<file path="config.mk">
export PLATFORM = sky130hd
export DESIGN_NAME = load_cell_tare_calibrate_scale_core
export DESIGN_NICKNAME = d
export VERILOG_FILES = /design/src/sv/lcts_pkg.sv /design/src/sv/lcts_mul.sv /design/src/sv/lcts_div.sv /design/src/sv/load_cell_tare_calibrate_scale_core.sv
export VERILOG_INCLUDE_DIRS = /design/src /design/src/sv
export SDC_FILE = /design/constraint.sdc
export NUM_CORES = 1
export LEC_CHECK = 0
export BUFFER_PORTS_ARGS = -buffer_cell sky130_fd_sc_hd__buf_2
export CORE_ASPECT_RATIO = 0.9
export CORE_UTILIZATION = 50
export CTS_CLUSTER_SIZE = 25
export DETAILED_ROUTE_END_ITERATION = 6
export PLACE_DENSITY = 0.74
export SYNTH_ARGS = -nofsm -noshare
export SYNTH_HDL_FRONTEND = slang
export SYNTH_SLANG_ARGS = --single-unit
</file>
<file path="constraint.sdc">
create_clock -name clk -period 5.9 [get_ports clk]
set_clock_uncertainty 0.15 [all_clocks]
set_input_delay 0.885 -clock clk [delete_from_list [all_inputs] [get_ports clk]]
set_output_delay 0.885 -clock clk [all_outputs]
set_load 0.03 [all_outputs]
</file>
<file path="src/sv/assert_macros.svh">
// Assertion macros shared by the load cell scale RTL.
// No dependencies; include by bare file name after the module ports.
`ifndef ASSERT_MACROS_SVH
`define ASSERT_MACROS_SVH

`ifndef ASSERT_OFF

// Condition holds at every clock edge out of reset.
`define ASSERT_ALWAYS(label, clk, rst, cond) \
  label: assert property (@(posedge clk) disable iff (rst) (cond)) \
    else $error("assertion failed: invariant");

// Consequent holds in the same cycle as the antecedent.
`define ASSERT_IMPLY(label, clk, rst, ante, cons) \
  label: assert property (@(posedge clk) disable iff (rst) (ante) |-> (cons)) \
    else $error("assertion failed: implication");

// Consequent holds in the cycle after the antecedent.
`define ASSERT_NEXT(label, clk, rst, ante, cons) \
  label: assert property (@(posedge clk) disable iff (rst) (ante) |=> (cons)) \
    else $error("assertion failed: next-cycle implication");

`else

`define ASSERT_ALWAYS(label, clk, rst, cond)
`define ASSERT_IMPLY(label, clk, rst, ante, cons)
`define ASSERT_NEXT(label, clk, rst, ante, cons)

`endif

`endif

</file>
<file path="src/sv/lcts_pkg.sv">
// Package for the load cell tare/calibrate/scale block: item types, codes, widths.
// No dependencies.
`timescale 1ns / 1ps

package lcts_pkg;

  localparam int SAMPLE_W = 24;
  localparam int MASS_W   = 16;
  localparam int WEIGHT_W = 32;
  localparam int STATUS_W = 2;
  localparam int COUNT_W  = 7;
  localparam int OP_W     = 2;

  localparam logic [MASS_W-1:0] MASS_RESET = 16'd1000;

  // Operation codes
  localparam logic [OP_W-1:0] OP_TARE    = 2'd0;
  localparam logic [OP_W-1:0] OP_CAL     = 2'd1;
  localparam logic [OP_W-1:0] OP_MEASURE = 2'd2;

  // Status codes
  localparam logic [STATUS_W-1:0] ST_OK       = 2'd0;
  localparam logic [STATUS_W-1:0] ST_SPAN_ERR = 2'd1;
  localparam logic [STATUS_W-1:0] ST_RUN      = 2'd2;
  localparam logic [STATUS_W-1:0] ST_DONE     = 2'd3;

  // Saturation limits as magnitudes
  localparam logic [WEIGHT_W-1:0] WEIGHT_MAX     = 32'h7FFF_FFFF;
  localparam logic [WEIGHT_W-1:0] WEIGHT_MIN_MAG = 32'h8000_0000;

  typedef struct packed {
    logic [OP_W-1:0]            op;
    logic signed [SAMPLE_W-1:0] sample;
  } req_t;

  typedef struct packed {
    logic signed [WEIGHT_W-1:0] weight;
    logic [STATUS_W-1:0]        status;
    logic [COUNT_W-1:0]         run_count;
  } rsp_t;

endpackage

</file>
<file path="src/sv/lcts_mul.sv">
// Bit-serial shift-add multiplier, one multiplier bit per cycle (unsigned).
// No package dependencies.
`timescale 1ns / 1ps

module lcts_mul #(
  parameter int AW = 26,
  parameter int BW = 16
) (
  input  logic             clk,
  input  logic             rst,
  input  logic             start,
  input  logic [AW-1:0]    a,
  input  logic [BW-1:0]    b,
  output logic             done,
  output logic [AW+BW-1:0] product
);

  localparam int CW = $clog2(BW + 1);

  logic              busy;
  logic [CW-1:0]     cnt;
  logic [AW-1:0]     mcand;
  logic [AW+BW:0]    p;
  logic [AW:0]       acc_hi;

  // Add the multiplicand into the upper half when the current bit is set.
  assign acc_hi  = p[AW+BW:BW] + (p[0] ? {1'b0, mcand} : '0);
  assign product = p[AW+BW-1:0];

  always_ff @(posedge clk) begin
    if (rst) begin
      busy <= 1'b0;
      done <= 1'b0;
      cnt  <= '0;
    end else begin
      done <= 1'b0;
      if (start) begin
        busy <= 1'b1;
        cnt  <= '0;
      end else if (busy) begin
        cnt <= cnt + 1'b1;
        if (cnt == CW'(BW - 1)) begin
          busy <= 1'b0;
          done <= 1'b1;
        end
      end
    end
  end

  always_ff @(posedge clk) begin
    if (start) begin
      mcand <= a;
      p     <= {{(AW+1){1'b0}}, b};
    end else if (busy) begin
      p <= {1'b0, acc_hi, p[BW-1:1]};
    end
  end

endmodule

</file>
<file path="src/sv/lcts_div.sv">
// Bit-serial restoring divider, one quotient bit per cycle (unsigned).
// No package dependencies; divisor must be nonzero.
`timescale 1ns / 1ps

module lcts_div #(
  parameter int NW = 44,
  parameter int DW = 26
) (
  input  logic          clk,
  input  logic          rst,
  input  logic          start,
  input  logic [NW-1:0] dividend,
  input  logic [DW-1:0] divisor,
  output logic          done,
  output logic [NW-1:0] quotient
);

  localparam int CW = $clog2(NW + 1);

  logic          busy;
  logic [CW-1:0] cnt;
  logic [DW-1:0] rem;
  logic [DW-1:0] dvs;
  logic [DW:0]   trial;
  logic          fits;

  // Shift the next dividend bit into the partial remainder and try a subtract.
  assign trial = {rem, quotient[NW-1]};
  assign fits  = (trial >= {1'b0, dvs});

  always_ff @(posedge clk) begin
    if (rst) begin
      busy <= 1'b0;
      done <= 1'b0;
      cnt  <= '0;
    end else begin
      done <= 1'b0;
      if (start) begin
        busy <= 1'b1;
        cnt  <= '0;
      end else if (busy) begin
        cnt <= cnt + 1'b1;
        if (cnt == CW'(NW - 1)) begin
          busy <= 1'b0;
          done <= 1'b1;
        end
      end
    end
  end

  always_ff @(posedge clk) begin
    if (start) begin
      quotient <= dividend;
      rem      <= '0;
      dvs      <= divisor;
    end else if (busy) begin
      rem      <= fits ? DW'(trial - {1'b0, dvs}) : trial[DW-1:0];
      quotient <= {quotient[NW-2:0], fits};
    end
  end

endmodule

</file>
<file path="src/sv/load_cell_tare_calibrate_scale_core.sv">
// Load cell tare, span calibration and weighing; uses lcts_pkg, lcts_mul, lcts_div.
// Path from accept to result valid: a mid-run tare/calibrate item or a zero-span measure
// goes straight to S_WR; a run's last item runs a serial divide by the run length (S_DIV);
// a measure item runs a serial multiply (S_MUL), then a serial divide (S_DIV), then S_WR.
// One item in flight; the next is accepted in the cycle after its result registers.
// Reset (rst, synchronous): zero point, span and run clear, reference mass goes to 1000.
`timescale 1ns / 1ps

module load_cell_tare_calibrate_scale_core #(
  parameter int SAMPLES_PER_AVERAGE = 20,
  parameter int SAMPLE_BITS         = 24
) (
  input  logic                        clk,
  input  logic                        rst,
  // sample channel
  input  logic                        req_valid,
  output logic                        req_stall,
  input  lcts_pkg::req_t              req,
  // result channel
  output logic                        rsp_valid,
  input  logic                        rsp_stall,
  output lcts_pkg::rsp_t              rsp,
  // reference mass register write
  input  logic                        cfg_valid,
  output logic                        cfg_ready,
  input  logic [lcts_pkg::MASS_W-1:0] cfg_data
);

  import lcts_pkg::*;

  // Internal widths: sample/zero point, span and difference, run sum, quotient.
  localparam int SW  = SAMPLE_BITS + 1;
  localparam int SPW = SW + 1;
  localparam int RW  = SW + 6;
  localparam int QW  = SPW + MASS_W;
  localparam int EW  = (QW > WEIGHT_W + 1) ? QW : WEIGHT_W + 1;

  localparam logic [1:0] S_IDLE = 2'd0;
  localparam logic [1:0] S_MUL  = 2'd1;
  localparam logic [1:0] S_DIV  = 2'd2;
  localparam logic [1:0] S_WR   = 2'd3;

  logic [1:0]             state;

  // Architectural state
  logic [MASS_W-1:0]      ref_mass;
  logic signed [SW-1:0]   zero_point;
  logic signed [SPW-1:0]  span;
  logic signed [RW-1:0]   run_sum;
  logic [COUNT_W-1:0]     run_samples;
  logic                   run_kind;

  // Job bookkeeping while the serial units run
  rsp_t                   res;
  logic                   job_avg;
  logic                   job_cal;
  logic                   sum_neg;
  logic                   q_neg;

  // Accept-side decode
  logic                   acc;
  logic                   is_run;
  logic                   run_is_cal;
  logic                   restart;
  logic [31:0]            raw32;
  logic signed [SW-1:0]   s_ext;
  logic signed [RW-1:0]   base_sum;
  logic [COUNT_W-1:0]     base_cnt;
  logic signed [RW-1:0]   new_sum;
  logic [COUNT_W-1:0]     new_cnt;
  logic                   finish;
  logic [RW-1:0]          sum_mag;
  logic signed [SPW-1:0]  diff;
  logic [SPW-1:0]         diff_mag;
  logic [SPW-1:0]         span_mag;
  logic                   span_zero;

  // Serial units
  logic                   mul_start;
  logic                   mul_done;
  logic [QW-1:0]          mul_prod;
  logic                   div_start;
  logic                   div_done;
  logic [QW-1:0]          div_dividend;
  logic [SPW-1:0]         div_divisor;
  logic [QW-1:0]          div_q;

  // Result shaping
  logic [SW-1:0]          avg_mag;
  logic signed [SW-1:0]   avg;
  logic [EW-1:0]          q_ext;
  logic signed [WEIGHT_W-1:0] sat_weight;
  logic                   rsp_free;

  // The user writes configuration only while idle; the block takes it whenever out of reset.
  assign cfg_ready = !rst;

  // Hold off new items in reset and until the current one has its result registered.
  assign req_stall = rst || (state != S_IDLE);
  assign acc       = req_valid && !req_stall;
  assign rsp_free  = !rsp_valid || !rsp_stall;

  // Op three falls through to measure.
  assign is_run     = (req.op == OP_TARE) || (req.op == OP_CAL);
  assign run_is_cal = (req.op == OP_CAL);

  // Sign-extend the converter reading from SAMPLE_BITS bits.
  assign raw32 = {{(32-SAMPLE_W){1'b0}}, req.sample};
  assign s_ext = {raw32[SAMPLE_BITS-1], raw32[SAMPLE_BITS-1:0]};

  // Drop a partial run of the other kind and start over with this item.
  assign restart  = (run_samples == '0) || (run_kind != run_is_cal);
  assign base_sum = restart ? '0 : run_sum;
  assign base_cnt = restart ? '0 : run_samples;
  assign new_sum  = base_sum + RW'(s_ext);
  assign new_cnt  = base_cnt + 1'b1;
  assign finish   = (new_cnt >= COUNT_W'(SAMPLES_PER_AVERAGE));
  assign sum_mag  = new_sum[RW-1] ? $unsigned(-new_sum) : $unsigned(new_sum);

  // Measure operands: magnitude of (zero - sample) and of span.
  assign diff      = SPW'(zero_point) - SPW'(s_ext);
  assign diff_mag  = diff[SPW-1] ? $unsigned(-diff) : $unsigned(diff);
  assign span_mag  = span[SPW-1] ? $unsigned(-span) : $unsigned(span);
  assign span_zero = (span == '0);

  assign mul_start = (state == S_IDLE) && acc && !is_run && !span_zero;

  // One divider serves both the run average and the weight quotient.
  assign div_start    = ((state == S_IDLE) && acc && is_run && finish) ||
                        ((state == S_MUL) && mul_done);
  assign div_dividend = (state == S_MUL) ? mul_prod : QW'(sum_mag);
  assign div_divisor  = (state == S_MUL) ? span_mag : SPW'(SAMPLES_PER_AVERAGE);

  lcts_mul #(
    .AW (SPW),
    .BW (MASS_W)
  ) u_mul (
    .clk     (clk),
    .rst     (rst),
    .start   (mul_start),
    .a       (diff_mag),
    .b       (ref_mass),
    .done    (mul_done),
    .product (mul_prod)
  );

  lcts_div #(
    .NW (QW),
    .DW (SPW)
  ) u_div (
    .clk      (clk),
    .rst      (rst),
    .start    (div_start),
    .dividend (div_dividend),
    .divisor  (div_divisor),
    .done     (div_done),
    .quotient (div_q)
  );

  // Truncating average: restore the sign of the run sum.
  assign avg_mag = div_q[SW-1:0];
  assign avg     = sum_neg ? -$signed(avg_mag) : $signed(avg_mag);

  // Saturate the quotient to signed 32 bits, then restore its sign.
  assign q_ext = EW'(div_q);
  always_comb begin
    priority if (!q_neg && (q_ext > EW'(WEIGHT_MAX))) begin
      sat_weight = $signed(WEIGHT_MAX);
    end else if (q_neg && (q_ext > EW'(WEIGHT_MIN_MAG))) begin
      sat_weight = $signed(WEIGHT_MIN_MAG);
    end else if (q_neg) begin
      sat_weight = $signed(WEIGHT_W'(0) - q_ext[WEIGHT_W-1:0]);
    end else begin
      sat_weight = $signed(q_ext[WEIGHT_W-1:0]);
    end
  end

  // Control and architectural state
  always_ff @(posedge clk) begin
    if (rst) begin
      state       <= S_IDLE;
      rsp_valid   <= 1'b0;
      ref_mass    <= MASS_RESET;
      zero_point  <= '0;
      span        <= '0;
      run_sum     <= '0;
      run_samples <= '0;
      run_kind    <= 1'b0;
    end else begin
      if (cfg_valid && cfg_ready) begin
        ref_mass <= cfg_data;
      end
      // Present a new result, or drop the one just taken.
      if ((state == S_WR) && rsp_free) begin
        rsp_valid <= 1'b1;
      end else if (rsp_valid && !rsp_stall) begin
        rsp_valid <= 1'b0;
      end
      unique case (state)
        S_IDLE: begin
          if (acc) begin
            if (is_run) begin
              run_kind <= run_is_cal;
              if (finish) begin
                // Clear the run now; the average lands when the divide ends.
                run_sum     <= '0;
                run_samples <= '0;
                state       <= S_DIV;
              end else begin
                run_sum     <= new_sum;
                run_samples <= new_cnt;
                state       <= S_WR;
              end
            end else begin
              // A measurement discards any partial run.
              run_sum     <= '0;
              run_samples <= '0;
              state       <= span_zero ? S_WR : S_MUL;
            end
          end
        end
        S_MUL: begin
          if (mul_done) begin
            state <= S_DIV;
          end
        end
        S_DIV: begin
          if (div_done) begin
            if (job_avg) begin
              if (job_cal) begin
                span <= SPW'(zero_point) - SPW'(avg);
              end else begin
                zero_point <= avg;
              end
            end
            state <= S_WR;
          end
        end
        S_WR: begin
          if (rsp_free) begin
            state <= S_IDLE;
          end
        end
      endcase
    end
  end

  // Result and job payload
  always_ff @(posedge clk) begin
    if ((state == S_IDLE) && acc) begin
      res.weight <= '0;
      if (is_run) begin
        res.status    <= finish ? ST_DONE : ST_RUN;
        res.run_count <= new_cnt;
        job_avg       <= 1'b1;
        job_cal       <= run_is_cal;
        sum_neg       <= new_sum[RW-1];
      end else begin
        res.status    <= span_zero ? ST_SPAN_ERR : ST_OK;
        res.run_count <= '0;
        job_avg       <= 1'b0;
        q_neg         <= diff[SPW-1] ^ span[SPW-1];
      end
    end
    if ((state == S_DIV) && div_done && !job_avg) begin
      res.weight <= sat_weight;
    end
    if ((state == S_WR) && rsp_free) begin
      rsp <= res;
    end
  end

`include "assert_macros.svh"

  `ASSERT_IMPLY(a_err_weight_zero, clk, rst,
                rsp_valid && (rsp.status != ST_OK), rsp.weight == '0)
  `ASSERT_ALWAYS(a_run_bound, clk, rst, run_samples < COUNT_W'(SAMPLES_PER_AVERAGE))
  `ASSERT_NEXT(a_measure_drops_run, clk, rst, acc && !is_run, run_samples == '0)
  `ASSERT_IMPLY(a_run_count_mid, clk, rst, rsp_valid && (rsp.status == ST_RUN),
                (rsp.run_count != '0) && (rsp.run_count < COUNT_W'(SAMPLES_PER_AVERAGE)))
  `ASSERT_IMPLY(a_run_count_done, clk, rst, rsp_valid && (rsp.status == ST_DONE),
                rsp.run_count == COUNT_W'(SAMPLES_PER_AVERAGE))

endmodule

</file>
==> qor.csv, run 1 <==
metric,value,unit
synth_ff_type,edfxtp_1,
synthCells,2611,
ir_drop,202,uV
crit_type,in -> reg,
dpl_cell_area,0.0250,mm^2
fillCellCount,4064,
syn_to_final_growth,12.1,%
cts_tree,done,
grt_pass1_wl,100,mm
fin_area,0.0264,mm^2
place_inst,3277,
final.setup.worst_slack,373,ps
fp.dieArea,0.0480,mm^2
diodes,0,
pin_count,91,
nets,2901,
crit_path_end_kind,register,
synthXorXnorAreaFrac,0.0873,
min_path_type,reg -> reg,
htreeDepth,2,
yosysSeqAreaShare,0.398,
portBuffers,90,
top_layer,met4,
fin_crit_sh,0.937,
drt.antenna.violating_nets,0,
cpPeakStageDelay,440,ps
fin_crit,5530,ps
critPathRequiredTime,6060,ps
numCtsBuffers,41,
finalSetupViolCount,0,
yosys_warnings,0,
clock_path_buffers,3,
cpMostUsedCell,buf_4,
status,"complete, no violations",
wl_met1,28.6,mm
fin_setup_tns,0,ps
wirelength,63.0,mm
drcViolationCount,0,
grt_max_degree,75,
row_count,75,
initial_core_util,0.506,
clk_root_buffer_cell,clkbuf_16,
cts_setup_buffers,0,
final_hold_viol_count,0,
vias,19763,
final_cells,3352,
cp_cell_sequence,"buf_2, nor2b_1, xnor2_1, a21boi_2, buf_12, and2_1, ha_1, buf_4, fa_1, a21o_1, a221oi_2, o21a_1, a211oi_1, a2111oi_0, buf_4, o31ai_1, a21oi_1, xnor2_2, clkinv_1, mux2i_1, o21ai_0, mux2_2",
dieHeight,208,um
first_iter_violations,1476,
synthSimpleGateAreaFrac,0.179,
cpMaxStageDelayCell,a2111oi_0,
clk_pin_slew_worst_paths,60,ps
synth_async_sr_flop_share,0,
synth-edff-count,195,
wl_met2,27.6,mm
synth-seq-cells,371,
avgSynthCellArea,9.03,um^2
finalWeightedCongestion,0.937,
routedWlPerCell,18.8,um
overflow,0,
slew_headroom,0.311,
preCtsSetupSlack,-129,ps
detailed_place_hpwl,46.9,mm
grt_use_total,0.261,
synth_top_family_by_area,compound AO/OA/AOI/OAI gates,
antenna_found_initial,0,
synth_fa_ha_area_frac,0.0812,
synthDistinctLibCells,83,
ctsHoldBuffers,0,
p_total,7.56,mW
viasPerCell,5.90,
cts.sinks,371,
tightest_slew,1020,ps
power.density,286,mW/mm^2
syn-cell-area,0.0236,mm^2
drive_gt1_frac,0.107,
cp-start-kind,input pin,
crit_path_max_fanout,18,
grt_pass1_vias,18680,
die_w,231,um
first_pass_iters,7,
fmax,0.181,GHz
clk_latency,560,ps
critPathTopFamily,compound AO/OA/AOI/OAI gates,
cap_violations,0,
synthesis.nets,2808,
cp_num_buf_inv,5,
wl_met3,4.77,mm
finalMaxSlewViolations,0,
synth_mux_area_frac,0.0302,
worstPathArrival,5690,ps
cts_resized,0,
p_leak,10.6,nW
fp.coreArea,0.0465,mm^2
synth_compound_area_frac,0.186,
rsz0062_at_grt,no,
==> power by group <==
part | internal [mW] | switching (mW)
Sequential | 2.94 | 0.163
Combinational | 0.667 | 1.03
Clock | 1.67 | 1.10
Total | 5.27 | 2.29
==> Yosys cell counts (all sizes together) (22+ instances only) <==
library cell / count / area share
inv: 120 / 0.019
a22oi: 31 / 0.0099
a211oi: 52 / 0.017
nand3b: 22 / 0.0070
xor2: 110 / 0.041
nor3: 48 / 0.011
edfxtp: 195 / 0.25
and2: 86 / 0.023
nand4: 25 / 0.0066
nand3: 46 / 0.010
ha: 145 / 0.077
clkbuf: 101 / 0.016
a21oi: 215 / 0.046
a21o: 49 / 0.016
o21a: 23 / 0.0073
mux2i: 52 / 0.022
dfxtp: 176 / 0.15
nand2: 197 / 0.031
nor2: 244 / 0.039
o21ai: 173 / 0.037
nand2b: 29 / 0.0077
nor2b: 26 / 0.0069
or3: 33 / 0.0088
xnor2: 125 / 0.046
a31oi: 28 / 0.0074
==> final cells by class <==
class	count	area, um^2	area share
clock buffers	57	1210	0.0458
repair buffers	166	1040	0.0392
well taps	616	771	0.0292
inverters	121	454	0.0172
multi-input cells	2003	13300	0.504
clock inverters	18	248	0.00937
flip-flops and latches	371	9380	0.355
==> stage by stage <==
stage	util	hold WS, ps
after floorplan	-	250
after global placement	0.537	251
after detailed placement	0.537	255
after CTS	0.568	269
after global routing	0.568	276
final	0.568	268
==> per-layer routing <==
layer / vias up / global-route usage
li1: 9609 / -
met1: 9374 / 0.368
met2: 660 / 0.402
met3: 120 / 0.0443
met4: 0 / 0.0936
met5: - / 0
==> flip-flops by register name (all words and copies together), names as in the netlist, 2 cells and up <==
name	flops
u_div.dvs	26
u_div.cnt	6
u_mul.p	42
u_mul.mcand	26
ref_mass	16
span	26
u_div.quotient	42
run_sum	31
u_div.rem	26
zero_point	25
state	2
run_samples	7
rsp	41
u_mul.cnt	5
res	41
==> placed cells by master, fill, tap and decap left out, types with 10 or more instances in the layout <==
cell type | netlist | layout
a211oi_1 | 51 | 51
a21o_1 | 49 | 49
a21oi_1 | 215 | 214
a22oi_1 | 31 | 31
a31oi_1 | 28 | 28
and2_1 | 85 | 85
and3_1 | 20 | 20
buf_2 | 6 | 89
buf_4 | 0 | 76
clkbuf_16 | 0 | 45
dfxtp_1 | 176 | 174
edfxtp_1 | 195 | 195
ha_1 | 145 | 144
inv_1 | 120 | 119
mux2_2 | 17 | 17
mux2i_1 | 52 | 52
nand2_1 | 197 | 197
nand2b_1 | 29 | 28
nand3_1 | 45 | 45
nand3b_1 | 22 | 22
nand4_1 | 25 | 25
nor2_1 | 244 | 243
nor2b_1 | 26 | 26
nor3_1 | 46 | 46
nor4_1 | 18 | 18
o21a_1 | 23 | 23
o21ai_0 | 173 | 173
o21bai_1 | 15 | 15
o22ai_1 | 10 | 10
o31ai_1 | 20 | 20
or2_2 | 17 | 17
or3_1 | 33 | 33
or4_1 | 11 | 11
xnor2_1 | 125 | 124
xor2_1 | 110 | 110
==> final timing paths <==
path | from | to | slack (ps) | depth (start not counted)
max | req[24] | u_div.quotient[1] | 370 | 22
min | res[31] | rsp[31] | 270 | 0
max reg2reg | run_samples[0] | u_div.quotient[1] | 510 | 20
min reg2reg | res[31] | rsp[31] | 270 | 0
==> worst register-to-register path: stages (launching register included) <==
cell	delay [ps]
dfxtp_1	360
nor4_1	340
a21boi_2	130
buf_12	170
and2_1	170
ha_1	200
buf_4	140
fa_1	400
a21o_1	210
a221oi_2	380
o21a_1	220
a211oi_1	100
a2111oi_0	440
buf_4	190
o31ai_1	70
a21oi_1	230
xnor2_2	210
clkinv_1	330
mux2i_1	250
o21ai_0	120
mux2_2	300
==> cell families (layout without fill, tap and decap cells) <==
family,Yosys count,after routing
buffers and inverters,237,362
AND/OR/NAND/NOR,846,846
XOR/XNOR,235,235
adder cells (fa/ha/maj),150,150
flip-flops,371,371
multiplexers,69,69
AO/OA/AOI/OAI,703,703
No activity file was read; power rests on OpenSTA's default activity.
==> inputs of run 2 (changes only) <==
CORE_UTILIZATION = 55   (was 50)
PLACE_DENSITY = 0.8   (was 0.74)
==> run 2 against run 1 <==
Effect of this change: the run now ends with design-rule violations left; non-clock buffer count is 27 lower; critical path depth is 3 lower; die area is 9.0% lower; via count is 0.91% lower; register-to-register slack better by 60 ps; count of clock-buffer cells in the layout is 8 lower; critical path type unchanged; largest power group unchanged.
==> qor.csv, run 2 (synthesis gave the netlist of run 1 again) <==
metric,value,unit,change
status,finished with violations,,
violations,design-rule violations,,
drcViolationCount,4,,+4
final_cells,3252,,-3.0%
nets,2872,,-1.0%
row_count,71,,-5.3%
portBuffers,90,,unchanged
min_path_type,reg -> reg,,
grt_pass1_vias,18497,,-0.98%
tightest_slew,1270,ps,+248 ps
slew_headroom,0.152,,-0.159
grt_use_total,0.284,,+0.0224
utilization,0.620,,+0.0525
final_hold_viol_count,0,,unchanged
worstPathArrival,5600,ps,-90 ps
overflow,0,,unchanged
diodes,0,,unchanged
crit_type,in -> reg,,
cts_resized,0,,unchanged
crit_path_end_kind,register,,
fin_crit_sh,0.922,,-0.0152
fin_setup_tns,0,ps,unchanged
finalWeightedCongestion,0.983,,+4.9%
layout_commonest_cell,nor2_1,,
fp.coreArea,0.0420,mm^2,-9.7%
cp-start-kind,input pin,,
p_leak,10.5,nW,-1.6%
clk_pin_slew_worst_paths,60,ps,about the same
first_iter_violations,1966,,+33%
clk_latency,570,ps,about the same
detailed_place_hpwl,46.0,mm,-2.0%
cap_violations,0,,unchanged
dieHeight,198,um,-4.6%
reg_top3,"u_div.quotient x42, u_mul.p x42",,
fin_crit,5440,ps,-89.4 ps
final_cell_mix,"nor2_1 (243), a21oi_1 (214), nand2_1 (197), edfxtp_1 (195), dfxtp_1 (174)",,
wirelength,61.7,mm,-2.0%
drive_gt1_frac,0.0965,,-0.0106
syn_to_final_growth,10.6,%,
seq_area,0.00938,mm^2,unchanged
grt_pass1_wl,97.9,mm,-2.5%
fmax,0.184,GHz,+1.6%
die_w,220,um,-4.6%
cts_tree,done,,
ir_drop,175,uV,-13%
cts_setup_buffers,0,,unchanged
routedWlPerCell,19.0,um,+0.97%
critPathRequiredTime,6060,ps,about the same
cts.sinks,371,,unchanged
antenna_found_initial,0,,unchanged
clk_root_buffer_cell,clkbuf_16,,
drt.antenna.violating_nets,0,,unchanged
first_pass_iters,7,,unchanged
pin_count,91,,unchanged
finalSetupViolCount,0,,unchanged
clock_path_buffers,3,,unchanged
power.density,286,mW/mm^2,about the same
crit_path_max_fanout,12,,-6
rsz0062_at_grt,no,,
multi_input_area,0.0133,mm^2,+0.10%
ctsHoldBuffers,0,,unchanged
vias,19584,,-0.91%
hold_slack,268,ps,+0.364 ps
grt_max_degree,75,,unchanged
fp.dieArea,0.0437,mm^2,-9.0%
fillCellCount,3486,,-14%
viasPerCell,6.02,,+2.1%
finalMaxSlewViolations,0,,unchanged
htreeDepth,2,,unchanged
numCtsBuffers,39,,-4.9%
p_total,7.45,mW,-1.4%
initial_core_util,0.561,,+0.0545
place_inst,3181,,-2.9%
-- run 2: cell types whose count changed in the layout (fill, tap and decap cells not counted), sizes merged --
cell / before / now
clkinvlp: 4 / 3
bufinv: 5 / 8
clkinv: 9 / 12
inv: 121 / 120
buf: 166 / 139
clkbuf: 57 / 49
-- run 2: cell type report --
cell class / instances / area share
multi-input cells: 2003 / 0.512
repair buffers: 139 / 0.0315
flip-flops and latches: 371 / 0.360
clock buffers: 49 / 0.0396
clock inverters: 22 / 0.0133
well taps: 547 / 0.0263
inverters: 121 / 0.0174
-- run 2: final timing paths --
kind	from	endpoint	slack [ps]	cells past startpoint
setup / recovery	req[24]	u_div.quotient[1]	460	19
hold / removal	res[29]	rsp[29]	270	0
setup reg to reg	run_samples[0]	u_div.quotient[1]	570	17
hold reg to reg	res[29]	rsp[29]	270	0
-- run 2: through the flow --
stage	worst slack, ps	cell area, um^2
after floorplan	345	23600
after global placement	-85.9	24700
after detailed placement	-274	24700
after CTS	284	26100
after global routing	63.8	26100
final	463	26100
-- run 2: worst max-delay path, stage by stage --
cell and delay [ps]:
buf_2 100, nor2b_1 140, xnor2_1 330, a21boi_4 470, and2_1 190, ha_1 240
buf_4 170, a21o_1 200, a221oi_2 380, o21a_1 220, a211oi_1 100, a2111oi_0 660
o31ai_1 170, a21oi_1 260, xnor2_2 150, clkinv_1 300, mux2i_1 220, o21ai_0 100
mux2_2 300
-- run 2: power breakdown --
group | switching, mW | internal, mW
registers | 0.162 | 2.94
clock network | 1.06 | 1.60
logic | 1.03 | 0.659
total | 2.25 | 5.20
-- run 2: metal layers --
metal	part of all wire	global-route usage	up-vias	routed length (um)
met5	0	0	-	0
met4	0.029	0.0930	0	1800
met3	0.080	0.0480	107	4910
met2	0.45	0.447	696	27500
met1	0.45	0.394	9220	27500
li1	-	-	9561	-
==> inputs of run 3 (changes only) <==
CORE_MARGIN = 2   (was not set)
==> run 3 against run 2 <==
Effect of this change: the run now ends clean; count of clock-buffer cells in the layout increased by 1; die area increased by 1.9%; wire length increased by 1.3%; first-iteration DRC count increased by 10%; global-route usage decreased by 0.55 points; largest power group unchanged.
==> qor.csv, run 3 (synthesis gave the netlist of run 1 again) <==
metric,value,unit,change
rsz0062_at_grt,no,,
cp-start-kind,input pin,,
crit_path_max_fanout,12,,unchanged
cts_tree,done,,
grt_max_degree,75,,unchanged
finalSetupViolCount,0,,unchanged
p_leak,10.4,nW,-0.27%
first_pass_iters,6,,-1
nets,2867,,-0.17%
switching_share,0.305,,+0.00366
power.density,285,mW/mm^2,-0.12%
critPathRequiredTime,6040,ps,-20 ps
pin_count,91,,unchanged
fmax,0.181,GHz,-1.6%
ir_drop,218,uV,+24%
row_count,71,,unchanged
cts.sinks,371,,unchanged
fin_area,0.0260,mm^2,-0.17%
routedWlPerCell,19.3,um,+1.5%
viasPerCell,6.11,,+1.5%
crit_path_end_kind,register,,
fin_crit,5530,ps,+89.9 ps
pwr-share-seq,0.417,,about the same
min_path_type,reg -> reg,,
pwr-share-clk,0.355,,-0.002
slew_headroom,0.162,,+0.0103
power_frac_comb,0.228,,about the same
portBuffers,90,,unchanged
fin_crit_sh,0.937,,+0.0152
place_inst,3177,,-0.13%
die_w,222,um,+0.91%
fp.coreArea,0.0420,mm^2,unchanged
tightest_slew,1250,ps,-16.9 ps
cap_violations,0,,unchanged
worstPathArrival,5660,ps,+60 ps
grt_pass1_wl,100,mm,+2.2%
final_cells,3247,,-0.15%
numCtsBuffers,38,,-2.6%
p_int,5.16,mW,-0.81%
initial_core_util,0.561,,unchanged
overflow,0,,unchanged
drt.antenna.violating_nets,0,,unchanged
preCtsSetupSlack,-105,ps,+170 ps
p_total,7.43,mW,-0.29%
clk_latency,570,ps,about the same
diodes,0,,unchanged
htreeDepth,2,,unchanged
syn_to_final_growth,10.4,%,
antenna_found_initial,0,,unchanged
fin_setup_tns,0,ps,unchanged
wirelength,62.5,mm,+1.3%
drcViolationCount,0,,-4
drive_gt1_frac,0.0963,,-0.000192
clk_pin_slew_worst_paths,60,ps,about the same
final_hold_viol_count,0,,unchanged
vias,19849,,+1.4%
layout_commonest_cell,nor2_1,,
clk_root_buffer_cell,clkbuf_16,,
final.setup.worst_slack,373,ps,-89.9 ps
grt_pass1_vias,18663,,+0.90%
grt_use_total,0.278,,-0.00546
ctsHoldBuffers,0,,unchanged
finalMaxSlewViolations,0,,unchanged
finalWeightedCongestion,0.941,,-4.2%
dieHeight,200,um,+1.0%
crit_type,in -> reg,,
dpl_cell_area,0.0247,mm^2,about the same
reg_top3,"u_div.quotient x42, u_mul.p x42",,
detailed_place_hpwl,46.2,mm,+0.36%
final_cell_mix,"nor2_1 (243), a21oi_1 (214), nand2_1 (197), edfxtp_1 (195), dfxtp_1 (174)",,
first_iter_violations,2165,,+10%
p_switching,2.27,mW,+0.92%
status,"complete, no violations",,
fp.dieArea,0.0445,mm^2,+1.9%
clock_path_buffers,3,,unchanged
-- run 3: changes by cell type in the layout (fill, tap and decap cells not counted), moves of 2 or more --
cell        before  now
clkbuf_1         8    5
inv_6            0    2
clkinv_8         2    0
bufinv_16        8    6
inv_4            0    2
clkinv_4         3    0
clkinvlp_4       3    5
buf_4           50   45
clkbuf_8         2    6
-- run 3: path summary, 6_finish.rpt --
check	from	end	slack, ps	depth (start not counted)
max	req[24]	u_div.quotient[25]	370	17
min reg2reg	res[40]	rsp[40]	270	0
min	res[40]	rsp[40]	270	0
max reg2reg	run_kind	u_div.quotient[25]	630	15
-- run 3: layer usage --
layer  vias to the layer above  track usage  part of all wire
met4                         0       0.0876             0.029
met3                       104       0.0436             0.077
met2                       725        0.439              0.45
met5                         -            0                 0
li1                       9549            -                 -
met1                      9471        0.392              0.44
-- run 3: through the flow --
step,hold slack [ps],util
after global routing,268,0.619
after floorplan,250,-
final,267,0.619
after detailed placement,255,0.587
after CTS,267,0.619
after global placement,253,0.587
-- run 3: power by group through the flow --
stage | clock network, mW | registers [mW] | logic [mW]
floorplan | 0 | 3.13 | 1.24
global placement | 0 | 3.14 | 1.59
detailed placement | 0 | 3.15 | 1.65
CTS | 2.67 | 3.10 | 1.67
global route | 2.77 | 3.12 | 1.87
finish | 2.64 | 3.10 | 1.69
-- run 3: timing repair --
action / 4_1_cts / 5_1_grt
setup endpoints to repair: 0 / 4
setup buffers: 0 / 0
resized for setup: 0 / 1
-- run 3: critical path: stages --
cell       delay, ps
buf_2            120
nor2b_1          150
xnor2_1          250
a21boi_2         580
and2_1           270
ha_1             240
a211oi_1         580
o21bai_1         180
a2111oi_0        530
or3_1            250
nand4_1          160
or4_1            490
or3_1            370
nor3_2           200
a21oi_1          120
xnor2_1          150
o22ai_1          110
-- run 3: layout make-up --
type / count / area [um^2]
Multi-Input combinational cell: 2003 / 13300
Clock inverter: 20 / 285
Clock buffer: 50 / 1080
Timing Repair Buffer: 135 / 803
Sequential cell: 371 / 9380
Fill cell: 3491 / 16000
Inverter: 121 / 454
Tap cell: 547 / 684
